### src/rtl/rmf_pkg.sv
// ----------------------------------------------------------------------------
// rmf_pkg
// Types and constants of the 3x3 RGB median filter.
// ----------------------------------------------------------------------------
package rmf_pkg;

    localparam int MAX_WIDTH  = 2048;
    localparam int WINDOW     = 3;
    localparam int TAPS       = WINDOW * WINDOW;

    localparam int COL_W      = $clog2(MAX_WIDTH);
    localparam int WID_W      = COL_W + 1;
    localparam int CFG_W      = 12;
    localparam int ROW_W      = 12;
    localparam int CH_W       = 8;
    localparam int PIX_W      = 3 * CH_W;

    localparam int MIN_DIM    = 3;
    localparam int NUM_REGS   = 2;
    localparam int REG_LSB    = 2;
    localparam int IDX_W      = $clog2(NUM_REGS);
    localparam int ADDR_W     = IDX_W + REG_LSB;
    localparam int DATA_W     = 32;

    localparam logic [CFG_W-1:0] WIDTH_RESET  = CFG_W'(640);
    localparam logic [CFG_W-1:0] HEIGHT_RESET = CFG_W'(480);

    localparam logic MODE_PIXEL = 1'b0;
    localparam logic MODE_PAD   = 1'b1;

    typedef logic [CH_W-1:0] chan_t;

    typedef struct packed {
        chan_t red;
        chan_t green;
        chan_t blue;
    } pixel_t;

endpackage

### src/rtl/rmf_median9.sv
// ----------------------------------------------------------------------------
// rmf_median9
// Median of nine 8-bit values: sort each row, then take the median of the
// largest low, the middle median and the smallest high.
// ----------------------------------------------------------------------------
module rmf_median9 import rmf_pkg::*; (
    input  chan_t taps [TAPS],
    output chan_t median
);

    function automatic chan_t min2(input chan_t a, input chan_t b);
        return (a < b) ? a : b;
    endfunction

    function automatic chan_t max2(input chan_t a, input chan_t b);
        return (a < b) ? b : a;
    endfunction

    function automatic chan_t med3(input chan_t a, input chan_t b, input chan_t c);
        return max2(min2(a, b), min2(max2(a, b), c));
    endfunction

    chan_t row_lo  [WINDOW];
    chan_t row_mid [WINDOW];
    chan_t row_hi  [WINDOW];

    always_comb
    begin
        for (int r = 0; r < WINDOW; r++)
        begin
            row_lo[r]  = min2(min2(taps[r*WINDOW], taps[r*WINDOW+1]), taps[r*WINDOW+2]);
            row_mid[r] = med3(taps[r*WINDOW], taps[r*WINDOW+1], taps[r*WINDOW+2]);
            row_hi[r]  = max2(max2(taps[r*WINDOW], taps[r*WINDOW+1]), taps[r*WINDOW+2]);
        end
    end

    assign median = med3(max2(max2(row_lo[0], row_lo[1]), row_lo[2]),
                         med3(row_mid[0], row_mid[1], row_mid[2]),
                         min2(min2(row_hi[0], row_hi[1]), row_hi[2]));

endmodule

### config.mk
export PLATFORM = sky130hd
export DESIGN_NAME = rmf_median9
export DESIGN_NICKNAME = d
export VERILOG_FILES = /design/src/rtl/rmf_pkg.sv /design/src/rtl/rmf_median9.sv
export SDC_FILE = /design/constraint.sdc
export NUM_CORES = 1
export LEC_CHECK = 0
export ABC_AREA = 1
export BUFFER_PORTS_ARGS = -buffer_cell sky130_fd_sc_hd__buf_2
export CAP_MARGIN = 20
export CORE_ASPECT_RATIO = 0.7
export CORE_MARGIN = 2
export CORE_UTILIZATION = 40
export DETAILED_ROUTE_END_ITERATION = 10
export GPL_ROUTABILITY_DRIVEN = 0
export PLACE_DENSITY_LB_ADDON = 0.1
export SYNTH_ARGS = -nofsm -noshare
export SYNTH_HDL_FRONTEND = slang
export SYNTH_SLANG_ARGS = --single-unit
### constraint.sdc
create_clock -name vclk -period 52.7
set_input_delay 13.175 -clock vclk [all_inputs]
set_output_delay 13.175 -clock vclk [all_outputs]
set_load 0.01 [all_outputs]
==> results.txt <==
outcome: finished, final reports clean
Yosys top cell by area: ha_1
post-CTS setup buffer count: 0
crit path max fanout: 31
CP max-delay cell: o21ai_0
Final Hold Viols: 0
Layout Nets: 1418
clock buf count: 0
Synth Net Count: 1368
Routed Antenna Nets: 0
Synth Instances: 1150
Compound-Gate Fraction of Synth Area: 24.73%
Rel. slew slack: 36.80%
mux share of post-synthesis cell area: 0%
Worst Hold Class: input pin to output pin
die area: 16640 um2
Place WS: 12.56 ns
fin worst setup slack: 12.32 ns
GRT Total Usage: 22.41%
worst setup path class: input pin to output pin
FF/Latch Area: 0 um2
fillers: 1707
Worst Path Required: 39.52 ns
Detailed Place HPWL: 16270 um
drt pass-1 iters: 6
Diodes inserted: 0
RSZ-0062 raised after global routing: false
Avg WL per Cell: 13.19 um
Vias: 7100
setup violators final: 0
Die Y-Extent: 108.5 um
YS warnings: 0
DRC Markers: 0
largest family of logic cells by synthesized area: simple AND/OR/NAND/NOR gates
Synth Area in Adders: 29.26%
vias per cell: 5.079
CP Launch Type: input pin
CP startpoint: taps[61]
layout overhead on the synthesized area: 8.338%
crit path buf inv count: 6
Initial Util: 40.65%
max-cap violation count: 0
final wirelength: 18440 um
main area contributors after synthesis: ha_1, nand2_1, o21ai_0, inv_1, a21oi_1
Top delay family on crit path: compound AO/OA/AOI/OAI gates
Yosys cell types: 26
fin crit share: 76.63%
vias in the first global route: 6124
PortBufs: 80
Worst Setup End Kind: output pin
Synth top area share: 29.26%
seq_cells: 0
footprint of the multi-input gates: 5557 um2
post-cts resize count: 0
share of cells above drive strength 1: 8.848%
crit path DAT: 27.21 ns
first-pass GRT wire length: 30910 um
Hold-fix buffers, CTS: 0
die width: 153.3 um
simple-gate share of the synthesized area: 35.02%
Max Slew Vio Count: 0
actual slew at the worst max-slew pin: 0.9439 ns
worst stage delay on the critical path: 0.54 ns
Period minus WS final: 40.38 ns
Synth Area per Inst: 5.428 um2
Sum Neg Setup Slack: 0 ns
fmax: 24.76 MHz
area of the core: 15360 um2
Seq/Total Area, Yosys: 0%
Hold Path Origin: taps[1]
Iteration-0 DRC Markers: 538
standard-cell rows: 38
initial antenna violation count: 0
pin count of the biggest net entering global routing: 33
GRT Residual Overflow: 0
synthesized area: 6242 um2
Synth Area in XOR/XNOR: 0%
I/O pin total: 80
==> cells in the final DEF (no fill, tap or decap), types with 3 or more instances in the layout <==
master    instances
nand2_1         374
o21ai_0         177
nand3b_1          4
inv_1           139
a21oi_1          84
nor2_1           69
nand3_1          52
a211oi_1         14
clkinv_1          3
nand2_2          18
o21ai_1           6
o211ai_1          8
nand2_4           3
buf_4             3
buf_2            80
nand4_1           8
o21a_1            3
and2_1            3
ha_1            146
==> routing by layer <==
metal  GRT usage, %  share of wire, %
met5              0                 0
met2          32.46                37
met1          37.54                58
met4         0.9921              0.53
met3         0.4409               5.4
==> cell type report <==
| class | instances | area share, % |
|---|---|---|
| tap | 200 | 3.700 |
| timing repair buffer | 83 | 6.253 |
| inverter | 142 | 7.882 |
| multi-input combinational | 973 | 82.16 |
==> worst paths after layout <==
check / end / slack, ns / cells past startpoint
setup / recovery: median[1] / 12.32 / 62
hold / removal: median[1] / 27.33 / 10
==> cells by family after synthesis <==
| logic type | count (synthesis) |
|---|---|
| AO/OA/AOI/OAI | 294 |
| adder cells (fa/ha/maj) | 146 |
| buffers and inverters | 177 |
| AND/OR/NAND/NOR | 533 |
==> per-stage QoR <==
step                hold slack (ns)  instances  area, um2  utilization [%]
floorplan                     26.92       1150       6242                -
global placement              27.34       1397       6755            43.99
detailed placement            27.31       1397       6755            43.99
CTS                           27.31       1397       6755            43.99
global route                  27.46       1398       6763            44.04
finish                        27.33       1398       6763            44.04
==> synth_stat cells <==
master / number
and2_1: 3
o21ai_0: 177
o21a_1: 3
o211ai_1: 8
buf_2: 2
o21bai_1: 1
o21ai_1: 6
nand2_2: 18
nand3b_1: 4
clkbuf_1: 29
nor2_1: 69
buf_4: 1
buf_6: 2
a211oi_2: 1
ha_1: 146
a21oi_1: 84
nand3_1: 52
nand4_1: 8
nor3b_1: 1
clkinv_1: 3
nand2_4: 3
a211oi_1: 14
nor3_2: 1
buf_1: 1
nand2_1: 374
inv_1: 139
Power is left out: the tool's default activity adds up to more than one toggle a clock period on the data nets, which glitch-free logic cannot reach.
